--- src/hw/rtl/serial_boot_command_engine_assert.svh ---
// Assertion macros shared by the serial boot command engine RTL.
// Included by the top level; needs nothing else.
`ifndef SERIAL_BOOT_COMMAND_ENGINE_ASSERT_SVH
`define SERIAL_BOOT_COMMAND_ENGINE_ASSERT_SVH

// The consequent must hold in the same cycle as the antecedent.
`define SBCE_ASSERT_NOW(lbl, clk, rst_n, ante, cons, msg) \
  lbl: assert property (@(posedge clk) disable iff (!rst_n) (ante) |-> (cons)) \
    else $error(msg);

// The consequent must hold in the cycle after the antecedent.
`define SBCE_ASSERT_NEXT(lbl, clk, rst_n, ante, cons, msg) \
  lbl: assert property (@(posedge clk) disable iff (!rst_n) (ante) |=> (cons)) \
    else $error(msg);

`endif

--- src/hw/rtl/sbce_pkg.sv ---
// Shared types and constants of the serial boot command engine.
// No dependencies; imported by every module of the block.
`timescale 1ns / 1ps

package sbce_pkg;

  // Protocol byte codes.
  localparam logic [7:0] LOAD_REQ    = 8'hC0;
  localparam logic [7:0] LOAD_ACK    = 8'hC1;
  localparam logic [7:0] EXEC_REQ    = 8'hC2;
  localparam logic [7:0] EXEC_ACK    = 8'hC3;
  localparam logic [7:0] ECHO_REQ    = 8'hC4;
  localparam logic [7:0] ECHO_ACK    = 8'hC5;
  localparam logic [7:0] CLEAR_REQ   = 8'hC6;
  localparam logic [7:0] CLEAR_ACK   = 8'hC7;
  localparam logic [7:0] CMD_NAK     = 8'hC8;

  // FNV-1a-32 constants.
  localparam logic [31:0] HASH_BASIS = 32'd2166136261;
  localparam logic [31:0] HASH_PRIME = 32'd16777619;

  // Result kinds.
  localparam logic [1:0] KIND_TX    = 2'd0;
  localparam logic [1:0] KIND_WRITE = 2'd1;
  localparam logic [1:0] KIND_CLEAR = 2'd2;
  localparam logic [1:0] KIND_START = 2'd3;

  // Job operations passed from the front end to the back end.
  typedef logic [2:0] job_op_t;
  localparam job_op_t OP_REPLY      = 3'd0; // one transmit byte
  localparam job_op_t OP_EXEC       = 3'd1; // ack, then start program
  localparam job_op_t OP_WRITE      = 3'd2; // one memory byte write
  localparam job_op_t OP_WRITE_DONE = 3'd3; // final write, ack, four hash bytes
  localparam job_op_t OP_LOAD_DONE  = 3'd4; // ack and four hash bytes
  localparam job_op_t OP_CLEAR      = 3'd5; // clear request, then ack

  typedef struct packed {
    job_op_t     op;
    logic [7:0]  byte_value;
    logic [31:0] address;
    logic [31:0] arg;  // clear length, or the checksum for load completion
  } job_t;

  typedef struct packed {
    logic       halted;
    logic [1:0] phase;
  } front_status_t;

  typedef struct packed {
    logic       busy;
    logic [2:0] step;
  } back_status_t;

endpackage

--- src/hw/rtl/sbce_front.sv ---
// Front end: accepts received bytes, tracks the command protocol and the
// checksum, and turns each byte into at most one job. Uses sbce_pkg.
`timescale 1ns / 1ps

module sbce_front (
  input  logic                   clk,
  input  logic                   rst_n,
  input  logic                   in_push,
  input  logic [7:0]             in_rx_byte,
  input  logic                   job_full,
  output logic                   job_push,
  output sbce_pkg::job_t         job,
  output sbce_pkg::front_status_t status
);
  import sbce_pkg::*;

  localparam logic [1:0] PH_IDLE = 2'd0;
  localparam logic [1:0] PH_ADDR = 2'd1;
  localparam logic [1:0] PH_LEN  = 2'd2;
  localparam logic [1:0] PH_DATA = 2'd3;

  logic [1:0]  phase_r, phase_nxt;
  logic        clear_r, clear_nxt;
  logic [1:0]  idx_r, idx_nxt;
  logic [31:0] addr_r, addr_nxt;
  logic [31:0] len_r, len_nxt;
  logic [31:0] left_r, left_nxt;
  logic [31:0] hash_r, hash_nxt;
  logic        halted_r, halted_nxt;
  logic [31:0] hash_mul;
  logic [31:0] len_shift;
  logic        accept;

  assign accept    = in_push && !job_full;
  assign hash_mul  = (hash_r ^ {24'd0, in_rx_byte}) * HASH_PRIME;
  assign len_shift = {in_rx_byte, len_r[31:8]};

  always_comb begin
    phase_nxt  = phase_r;
    clear_nxt  = clear_r;
    idx_nxt    = idx_r;
    addr_nxt   = addr_r;
    len_nxt    = len_r;
    left_nxt   = left_r;
    hash_nxt   = hash_r;
    halted_nxt = halted_r;
    job_push   = 1'b0;
    job        = '{op: OP_REPLY, byte_value: 8'd0, address: 32'd0, arg: 32'd0};
    if (accept && !halted_r) begin
      unique case (phase_r)
        PH_IDLE: begin
          priority if (in_rx_byte == LOAD_REQ || in_rx_byte == CLEAR_REQ) begin
            clear_nxt = (in_rx_byte == CLEAR_REQ);
            idx_nxt   = 2'd0;
            phase_nxt = PH_ADDR;
          end else if (in_rx_byte == EXEC_REQ) begin
            job_push   = 1'b1;
            job.op     = OP_EXEC;
            halted_nxt = 1'b1;
          end else if (in_rx_byte == ECHO_REQ) begin
            job_push       = 1'b1;
            job.byte_value = ECHO_ACK;
          end else begin
            job_push       = 1'b1;
            job.byte_value = CMD_NAK;
          end
        end
        PH_ADDR: begin
          addr_nxt = {in_rx_byte, addr_r[31:8]};
          idx_nxt  = idx_r + 2'd1;
          if (idx_r == 2'd3) begin
            phase_nxt = PH_LEN;
          end
        end
        PH_LEN: begin
          len_nxt = len_shift;
          idx_nxt = idx_r + 2'd1;
          if (idx_r == 2'd3) begin
            phase_nxt = PH_IDLE;
            if (clear_r) begin
              job_push    = 1'b1;
              job.op      = OP_CLEAR;
              job.address = addr_r;
              job.arg     = len_shift;
            end else begin
              hash_nxt = HASH_BASIS;
              left_nxt = len_shift;
              if (len_shift == 32'd0) begin
                job_push = 1'b1;
                job.op   = OP_LOAD_DONE;
                job.arg  = HASH_BASIS;
              end else begin
                phase_nxt = PH_DATA;
              end
            end
          end
        end
        PH_DATA: begin
          hash_nxt       = hash_mul;
          addr_nxt       = addr_r + 32'd1;
          left_nxt       = left_r - 32'd1;
          job_push       = 1'b1;
          job.byte_value = in_rx_byte;
          job.address    = addr_r;
          job.arg        = hash_mul;
          if (left_r == 32'd1) begin
            job.op    = OP_WRITE_DONE;
            phase_nxt = PH_IDLE;
          end else begin
            job.op = OP_WRITE;
          end
        end
        default: begin
          phase_nxt = PH_IDLE;
        end
      endcase
    end
  end

  always_ff @(posedge clk) begin
    if (!rst_n) begin
      phase_r  <= PH_IDLE;
      clear_r  <= 1'b0;
      idx_r    <= 2'd0;
      addr_r   <= 32'd0;
      len_r    <= 32'd0;
      left_r   <= 32'd0;
      hash_r   <= HASH_BASIS;
      halted_r <= 1'b0;
    end else begin
      phase_r  <= phase_nxt;
      clear_r  <= clear_nxt;
      idx_r    <= idx_nxt;
      addr_r   <= addr_nxt;
      len_r    <= len_nxt;
      left_r   <= left_nxt;
      hash_r   <= hash_nxt;
      halted_r <= halted_nxt;
    end
  end

  assign status = '{halted: halted_r, phase: phase_r};

endmodule

--- src/hw/rtl/sbce_jobq.sv ---
// Small job queue between the front end and the back end.
// Uses sbce_pkg for the job type.
`timescale 1ns / 1ps

module sbce_jobq #(
  parameter int Depth = 2
) (
  input  logic           clk,
  input  logic           rst_n,
  input  logic           push,
  input  sbce_pkg::job_t wr_job,
  output logic           full,
  input  logic           pop,
  output sbce_pkg::job_t rd_job,
  output logic           empty
);
  import sbce_pkg::*;

  localparam int PtrW = (Depth > 1) ? $clog2(Depth) : 1;
  localparam int CntW = $clog2(Depth + 1);
  localparam logic [PtrW-1:0] LastPtr = PtrW'(Depth - 1);
  localparam logic [CntW-1:0] FullCnt = CntW'(Depth);

  job_t            mem [Depth];
  logic [PtrW-1:0] wr_ptr_r, wr_ptr_nxt;
  logic [PtrW-1:0] rd_ptr_r, rd_ptr_nxt;
  logic [CntW-1:0] cnt_r, cnt_nxt;
  logic            do_push, do_pop;

  assign full    = (cnt_r == FullCnt);
  assign empty   = (cnt_r == '0);
  assign do_push = push && !full;
  assign do_pop  = pop && !empty;
  assign rd_job  = mem[rd_ptr_r];

  always_comb begin
    wr_ptr_nxt = wr_ptr_r;
    rd_ptr_nxt = rd_ptr_r;
    cnt_nxt    = cnt_r;
    if (do_push) begin
      wr_ptr_nxt = (wr_ptr_r == LastPtr) ? '0 : wr_ptr_r + PtrW'(1);
    end
    if (do_pop) begin
      rd_ptr_nxt = (rd_ptr_r == LastPtr) ? '0 : rd_ptr_r + PtrW'(1);
    end
    if (do_push && !do_pop) begin
      cnt_nxt = cnt_r + CntW'(1);
    end else if (do_pop && !do_push) begin
      cnt_nxt = cnt_r - CntW'(1);
    end
  end

  always_ff @(posedge clk) begin
    if (do_push) begin
      mem[wr_ptr_r] <= wr_job;
    end
  end

  always_ff @(posedge clk) begin
    if (!rst_n) begin
      wr_ptr_r <= '0;
      rd_ptr_r <= '0;
      cnt_r    <= '0;
    end else begin
      wr_ptr_r <= wr_ptr_nxt;
      rd_ptr_r <= rd_ptr_nxt;
      cnt_r    <= cnt_nxt;
    end
  end

endmodule

--- src/hw/rtl/sbce_back.sv ---
// Back end: expands each job into result items, one per cycle while the output
// register read via the result queue ports is empty or popped. Uses sbce_pkg.
`timescale 1ns / 1ps

module sbce_back (
  input  logic                    clk,
  input  logic                    rst_n,
  input  logic                    job_empty,
  input  sbce_pkg::job_t          job,
  output logic                    job_pop,
  output logic                    out_empty,
  input  logic                    out_pop,
  output logic [1:0]              out_kind,
  output logic [7:0]              out_byte_value,
  output logic [31:0]             out_address,
  output logic [31:0]             out_clear_length,
  output logic                    out_led_on,
  output logic                    out_last,
  output sbce_pkg::back_status_t  status
);
  import sbce_pkg::*;

  logic [2:0]  step_r, step_nxt;
  logic        valid_r, valid_nxt;
  logic [1:0]  kind_r;
  logic [7:0]  byte_r;
  logic [31:0] addr_r;
  logic [31:0] len_r;
  logic        led_r;
  logic        last_r;
  logic [1:0]  r_kind;
  logic [7:0]  r_byte;
  logic [31:0] r_addr;
  logic [31:0] r_len;
  logic        r_led;
  logic        r_last;
  logic        advance;

  function automatic logic [7:0] pick_byte(input logic [31:0] w, input logic [1:0] i);
    return w[{i, 3'b000} +: 8];
  endfunction

  assign advance = !job_empty && (!valid_r || out_pop);

  // Result for the current job at the current step.
  always_comb begin
    r_kind = KIND_TX;
    r_byte = 8'd0;
    r_addr = 32'd0;
    r_len  = 32'd0;
    r_led  = 1'b1;
    r_last = 1'b0;
    unique case (job.op)
      OP_REPLY: begin
        r_byte = job.byte_value;
        r_last = 1'b1;
      end
      OP_EXEC: begin
        r_led = 1'b0;
        if (step_r == 3'd0) begin
          r_byte = EXEC_ACK;
        end else begin
          r_kind = KIND_START;
          r_last = 1'b1;
        end
      end
      OP_WRITE: begin
        r_kind = KIND_WRITE;
        r_byte = job.byte_value;
        r_addr = job.address;
        r_last = 1'b1;
      end
      OP_WRITE_DONE: begin
        priority if (step_r == 3'd0) begin
          r_kind = KIND_WRITE;
          r_byte = job.byte_value;
          r_addr = job.address;
        end else if (step_r == 3'd1) begin
          r_byte = LOAD_ACK;
        end else begin
          r_byte = pick_byte(job.arg, 2'(step_r - 3'd2));
          r_last = (step_r == 3'd5);
        end
      end
      OP_LOAD_DONE: begin
        if (step_r == 3'd0) begin
          r_byte = LOAD_ACK;
        end else begin
          r_byte = pick_byte(job.arg, 2'(step_r - 3'd1));
          r_last = (step_r == 3'd4);
        end
      end
      OP_CLEAR: begin
        if (step_r == 3'd0) begin
          r_kind = KIND_CLEAR;
          r_addr = job.address;
          r_len  = job.arg;
        end else begin
          r_byte = CLEAR_ACK;
          r_last = 1'b1;
        end
      end
      default: begin
        r_last = 1'b1;
      end
    endcase
  end

  always_comb begin
    step_nxt  = step_r;
    valid_nxt = valid_r;
    job_pop   = 1'b0;
    if (advance) begin
      valid_nxt = 1'b1;
      if (r_last) begin
        job_pop  = 1'b1;
        step_nxt = 3'd0;
      end else begin
        step_nxt = step_r + 3'd1;
      end
    end else if (out_pop) begin
      valid_nxt = 1'b0;
    end
  end

  always_ff @(posedge clk) begin
    if (!rst_n) begin
      step_r  <= 3'd0;
      valid_r <= 1'b0;
    end else begin
      step_r  <= step_nxt;
      valid_r <= valid_nxt;
    end
  end

  always_ff @(posedge clk) begin
    if (advance) begin
      kind_r <= r_kind;
      byte_r <= r_byte;
      addr_r <= r_addr;
      len_r  <= r_len;
      led_r  <= r_led;
      last_r <= r_last;
    end
  end

  assign out_empty        = !valid_r;
  assign out_kind         = kind_r;
  assign out_byte_value   = byte_r;
  assign out_address      = addr_r;
  assign out_clear_length = len_r;
  assign out_led_on       = led_r;
  assign out_last         = last_r;
  assign status           = '{busy: (step_r != 3'd0), step: step_r};

endmodule

--- src/hw/rtl/serial_boot_command_engine.sv ---
// Serial boot command engine. Received UART bytes go in through a queue-style
// port (push/full) and every result of the boot protocol (transmit bytes,
// memory byte writes, a clear request, start program) comes out through a
// queue-style port (empty/pop), the oldest first, with last marking the final
// result of each byte. The front end takes one byte per cycle while its job
// queue (JobDepth entries) has room; header bytes make no job. The back end
// emits one result per cycle while its output is empty or popped. A byte has
// one result in most cases, two for Execute and Clear, five for a zero-length
// load and six for the final data byte of a load. After Execute every byte
// is still taken but ignored until reset.
// No clearing pass is needed after reset.
`timescale 1ns / 1ps
`include "serial_boot_command_engine_assert.svh"

module serial_boot_command_engine #(
  parameter int JobDepth = 2
) (
  input  logic        clk,
  input  logic        rst_n,
  input  logic        in_push,
  output logic        in_full,
  input  logic [7:0]  in_rx_byte,
  output logic        out_empty,
  input  logic        out_pop,
  output logic [1:0]  out_kind,
  output logic [7:0]  out_byte_value,
  output logic [31:0] out_address,
  output logic [31:0] out_clear_length,
  output logic        out_led_on,
  output logic        out_last
);
  import sbce_pkg::*;

  job_t          fe_job;
  job_t          q_job;
  logic          fe_push;
  logic          q_full;
  logic          q_empty;
  logic          q_pop;
  front_status_t fe_status;
  back_status_t  be_status;

  assign in_full = q_full;

  sbce_front u_front (
    .clk        (clk),
    .rst_n      (rst_n),
    .in_push    (in_push),
    .in_rx_byte (in_rx_byte),
    .job_full   (q_full),
    .job_push   (fe_push),
    .job        (fe_job),
    .status     (fe_status)
  );

  sbce_jobq #(
    .Depth (JobDepth)
  ) u_jobq (
    .clk    (clk),
    .rst_n  (rst_n),
    .push   (fe_push),
    .wr_job (fe_job),
    .full   (q_full),
    .pop    (q_pop),
    .rd_job (q_job),
    .empty  (q_empty)
  );

  sbce_back u_back (
    .clk              (clk),
    .rst_n            (rst_n),
    .job_empty        (q_empty),
    .job              (q_job),
    .job_pop          (q_pop),
    .out_empty        (out_empty),
    .out_pop          (out_pop),
    .out_kind         (out_kind),
    .out_byte_value   (out_byte_value),
    .out_address      (out_address),
    .out_clear_length (out_clear_length),
    .out_led_on       (out_led_on),
    .out_last         (out_last),
    .status           (be_status)
  );

  // Once halted, the front end must produce no further work and stay halted.
  `SBCE_ASSERT_NOW(a_halt_no_job, clk, rst_n, fe_status.halted, !fe_push, "job after halt")
  `SBCE_ASSERT_NEXT(a_halt_sticky, clk, rst_n, fe_status.halted, fe_status.halted, "halt lost")
  // A start-program result is the final one of its byte and has the LED off.
  `SBCE_ASSERT_NOW(a_start_form, clk, rst_n, !out_empty && out_kind == KIND_START,
                   out_last && !out_led_on, "malformed start result")
  // The back end only releases a job that is present, and only at its last step.
  `SBCE_ASSERT_NOW(a_pop_valid, clk, rst_n, q_pop, !q_empty, "job popped from empty queue")
  `SBCE_ASSERT_NEXT(a_pop_resets_step, clk, rst_n, q_pop, !be_status.busy,
                    "sequencer not back at first step after a job")

endmodule
--- config.mk ---
export PLATFORM = sky130hd
export DESIGN_NAME = serial_boot_command_engine
export DESIGN_NICKNAME = d
export VERILOG_FILES = /design/src/hw/rtl/sbce_pkg.sv /design/src/hw/rtl/sbce_front.sv /design/src/hw/rtl/sbce_jobq.sv /design/src/hw/rtl/sbce_back.sv /design/src/hw/rtl/serial_boot_command_engine.sv
export VERILOG_INCLUDE_DIRS = /design/src /design/src/hw/rtl
export SDC_FILE = /design/constraint.sdc
export NUM_CORES = 1
export LEC_CHECK = 0
export ABC_CLOCK_PERIOD_IN_PS = 20400
export BUFFER_PORTS_ARGS = -buffer_cell sky130_fd_sc_hd__buf_2
export CELL_PAD_IN_SITES_DETAIL_PLACEMENT = 0
export CELL_PAD_IN_SITES_GLOBAL_PLACEMENT = 2
export CORE_MARGIN = 3
export CORE_UTILIZATION = 45
export CTS_CLUSTER_SIZE = 30
export DETAILED_ROUTE_END_ITERATION = 6
export PLACE_DENSITY = 0.92
export SETUP_SLACK_MARGIN = 0.4
export SLEW_MARGIN = 30
export SYNTH_ARGS = -nofsm -noshare
export SYNTH_HDL_FRONTEND = slang
export SYNTH_HIERARCHICAL = 1
export SYNTH_SLANG_ARGS = --single-unit
--- constraint.sdc ---
create_clock -name clk -period 20.4 [get_ports clk]
set_input_delay 6.12 -clock clk [delete_from_list [all_inputs] [get_ports clk]]
set_output_delay 6.12 -clock clk [all_outputs]
set_load 0.02 [all_outputs]
==> Word-level counts from Yosys, hierarchy flattened <==
Memory sizes are Yosys's and may differ from the RTL's. A register that Yosys moved wholly into a read port is not among the register bits.
Cells that the tools add are included.
{ "op_classes": {"reduce_logical": 37, "n_addsub": 10, "eq_ne": 23, "mux": 69, "n_shift": 2, "n_bitwise": 2, "n_mul": 1} }
{ "op_table": {"columns": ["operator", "count"], "rows": [
  ["32-bit two-way mux", 8],
  ["32-bit one-hot mux with 2 select lines", 4],
  ["64-bit one-hot mux with 2 select lines", 1],
  ["75-bit two-way mux", 1],
  ["64-bit two-way mux", 1],
  ["32-bit by 6-bit variable part select with 8-bit output", 2],
  ["8-bit two-way mux", 6],
  ["8-bit one-hot mux with 5 select lines", 1],
  ["32-bit by 1-bit adder with 32-bit output (second input constant)", 1],
  ["32-bit by 1-bit == test with 1-bit output (second input constant)", 1],
  ["8-bit == test (second input constant)", 4],
  ["32-bit logical NOT", 1],
  ["32-bit by 25-bit multiplier with 32-bit output (second input constant)", 1],
  ["32-bit by 1-bit subtractor with 32-bit output (second input constant)", 1],
  ["32-bit by 8-bit XOR with 32-bit output", 1],
  ["1-bit two-way mux", 23],
  ["2-bit two-way mux", 11],
  ["2-bit one-hot mux with 4 select lines", 2],
  ["8-bit one-hot mux with 2 select lines", 1],
  ["3-bit == test (second input constant)", 4],
  ["3-bit two-way mux", 4],
  ["11-bit two-way mux", 1],
  ["2-bit nonzero test", 5],
  ["3-bit one-hot mux with 3 select lines", 1],
  ["other kinds (25)", 58]
]} }
{ "totals": {"mem_count": 1, "ram_bits": 150, "out_inout_bits": 78, "word_cells": 164, "register_bits": 218} }
{ "mem_list": {"columns": ["memory", "depth", "width", "read_ports", "rd_clocked_by_memory_dff", "wr", "line", "source"], "rows": [
  ["u_jobq.mem", 2, 75, 1, 1, 1, "sbce_jobq.sv:24", "job_t mem [Depth];"]
]} }

==> Depth between registers and ports, before layout <==
{ "logic_depth": {"depth_word": 11, "mapped_depth": 22, "depth_no_buf": 21} }

==> Hierarchy <==
Netlist, hierarchy kept.
{ "by_module_without_submodules": {"columns": ["module", "n_inst", "cells_each", "area_per_inst_um2", "seq_area_each_um2"], "rows": [
  ["sbce_front", 1, 1612, 12936.2, 2522.4],
  ["sbce_jobq", 1, 258, 5656.7, 4604.4],
  ["sbce_back", 1, 257, 3747.3, 2362.3]
]} }

==> Worst setup path after synthesis <==
OpenSTA, ideal clock, no wires.
{ "synth_path": {"kind": "input to register", "from": "input port in_rx_byte[4]", "to": "memory u_jobq/mem[0][30] (netlist name) (data pin)", "path_stages": 21, "slack_ps": 9110, "n_path_buf": 2, "t_arrival_ps": 11030, "required_ps": 20140, "path_cell_list": "clkbuf_1 xor2_1 ha_1 ha_1 fa_1 ha_1 fa_1 ha_1 inv_1 fa_1 inv_1 ha_1 buf_2 and4_1 and3_1 a21o_1 o2111a_1 a221oi_1 a211o_1 xnor2_1 a22o_1"} }
{ "synth_lines": {"columns": ["item", "line", "source"], "rows": [
  ["from (decl)", "serial_boot_command_engine.sv:22", "input logic [7:0] in_rx_byte,"],
  ["to (decl)", "sbce_jobq.sv:24", null]
]} }

==> flow_summary.yaml <==
drt:
  drc: 0
  drt-wirelength-per-cell_um: 21.1
  drtIter0Drc: 1339
  first_pass_iters: 5
  postRouteAntennaNets: 0
  routed_via_density: 5.65
  vias: 16200
  wirelength_um: 60500
cells_and_area:
  drive_gt1_frac: 0.108
  postLayoutCellArea_um2: 24500
  multi_input_area_um2: 11600
  nFillCells: 4394
  num-nets-final: 2450
  synthToLayoutAreaGrowth_pct: 9.74
  register_area_um2: 9490
floorplanning:
  start_util: 0.456
  core_area_um2: 49000
  ios: 90
  die_h_um: 229
  fp.dieW_um: 229
  fp.dieArea_um2: 52300
  rows: 81
cts:
  clk_pin_slew_ps: 60
  cts_buffer_depth: 3
  numCtsBuffers: 39
  clkLatencyLatePin_ps: 570
  cts_tree: "done"
  cts_resized: 0
  post-cts-setup-buffers: 0
  cts_root_buffer: "clkbuf_16"
  clkSinkCount: 361
  cts_hold_buf: 0
  htreeDepth: 2
place:
  dp_hpwl_um: 43800
  placed_cell_area_um2: 23200
  gp_congestion: 0.934
  io_buffers: 89
  post-place-ws_ps: 8170
sta:
  rsz0062_at_grt: "no"
  min_period_ps: 11740
  max_freq_mhz: 85.2
  drv_slew: 0
  maxSlewHeadroom: 0.367
  finalCritPeriodShare: 0.576
  totalNegativeSetupSlack_ps: 0
  worst_pin_slew_ps: 949
  setup_viol: 0
  finClkSkew_ps: 25.7
  fin_ws_ps: 8660
  hold_violations: 0
power:
  p_seq_frac: 0.394
  total_leakage_power_nw: 9.80
  ir_drop_mv: 0.0597
  swShare: 0.344
  clkPwrFrac: 0.278
  p_int_mw: 1.67
  p_switching_mw: 0.876
  p_per_area_nw_per_um2: 104
  combPwrFrac: 0.328
setup_path:
  end_kind: "register"
  reg2reg_slack_ps: 14140
  critical_path_class: "input pin to register"
  worst_ep_required_time_ps: 20770
  crit_fanout: 8
  cp.arrival_ps: 12110
  cp-start-kind: "input pin"
grt:
  grt_usage: 0.230
  grt_max_degree: 85
  grt.met1_usage: 0.325
  use_met2: 0.365
  grt_pass1_wl_um: 94200
  antenna_found_initial: 7
  grt-ovfl-total: 0
  busiest_layer: "met2"
  grt_use_met3: 0.0378
  grt_pass1_vias: 15800
hold_path:
  hp-class: "register to register"
synth:
  synth_nets: 2409
  synthesis.area_um2: 22300
  avgSynthCellArea_um2: 10.5
  synth-warning-count: 6
  postSynthCellCount: 2126
job:
  maxCapViolations: 0
status:
  status: "completed"
## cell type report
cell class,count,share of cell area
Sequential cell,361,0.387
Timing Repair Buffer,109,0.0245
Multi-Input combinational cell,1474,0.474
Antenna cell,1,0.000102
Inverter,182,0.0279
Clock inverter,16,0.00817
Tap cell,664,0.0339
Clock buffer,56,0.0441
## power by group through the flow
stage          combinational (mW)  sequential [mW]  clock (mW)
2_1_floorplan               0.499             1.12           0
3_3_place_gp                0.829             1.01           0
3_5_place_dp                0.830             1.02           0
4_1_cts                     0.835             1.01       0.723
5_1_grt                     0.906             1.02       0.752
6_report                    0.836             1.00       0.707
## cells in the final DEF, fill, tap and decap left out, types with 25 or more instances in the layout
cell type / n
o21ai_0: 87
edfxtp_1: 226
mux2_1: 50
mux2_2: 25
and2_1: 80
xor2_1: 30
nor3_1: 33
fa_1: 74
nand2_1: 180
buf_2: 89
nand3_1: 55
xnor2_1: 36
inv_1: 179
nor2b_1: 40
clkbuf_16: 39
dfxtp_1: 134
nor2_1: 125
a21oi_1: 138
a22oi_1: 25
ha_1: 196
## worst paths after layout
check                         start                end  cells past startpoint
hold reg to reg   u_front/left_r[1]  u_front/left_r[1]                      2
setup / recovery      in_rx_byte[0]  u_jobq/mem[1][24]                     21
setup reg to reg  u_front/hash_r[0]  u_jobq/mem[1][24]                     20
hold / removal    u_front/left_r[1]  u_front/left_r[1]                      2
## sequential cells by signal, indices dropped and copies added, names as in the netlist, 3 cells and up, named ones only
register	count
u_back/out_address	32
u_back/out_byte_value	8
u_back/out_clear_length	32
u_jobq/mem	150
u_front/len_r	24
u_front/left_r	32
u_back/step_r	3
u_front/addr_r	32
u_front/hash_r	32
## metrics by stage
stage / hold WS (ps) / total power [mW] / cells / utilization
after global placement: 464 / 1.84 / 2790 / 0.474
after detailed placement: 467 / 1.85 / 2790 / 0.474
after global routing: 513 / 2.68 / 2862 / 0.501
after CTS: 476 / 2.56 / 2862 / 0.501
final: 473 / 2.55 / 2863 / 0.501
after floorplan: 445 / 1.62 / 2126 / -
## layer usage
layer	wire length, um	up-vias
met1	27400	7887
li1	-	7639
met4	1560	6
met3	3930	100
met2	27600	544
met5	39	-
## critical path: stages
cell and delay [ps]:
buf_2 250, xor2_1 630, ha_1 280, ha_1 210, fa_1 450, ha_1 230
fa_1 440, ha_1 280, inv_1 40, fa_1 480, inv_1 40, ha_1 380
nand3_1 120, or2_2 310, a211oi_2 320, o21ai_0 230, a211oi_1 270, o22ai_1 140
xnor2_1 490, nand2_1 110, a21oi_1 270
No activity file was read; power rests on OpenSTA's default activity.
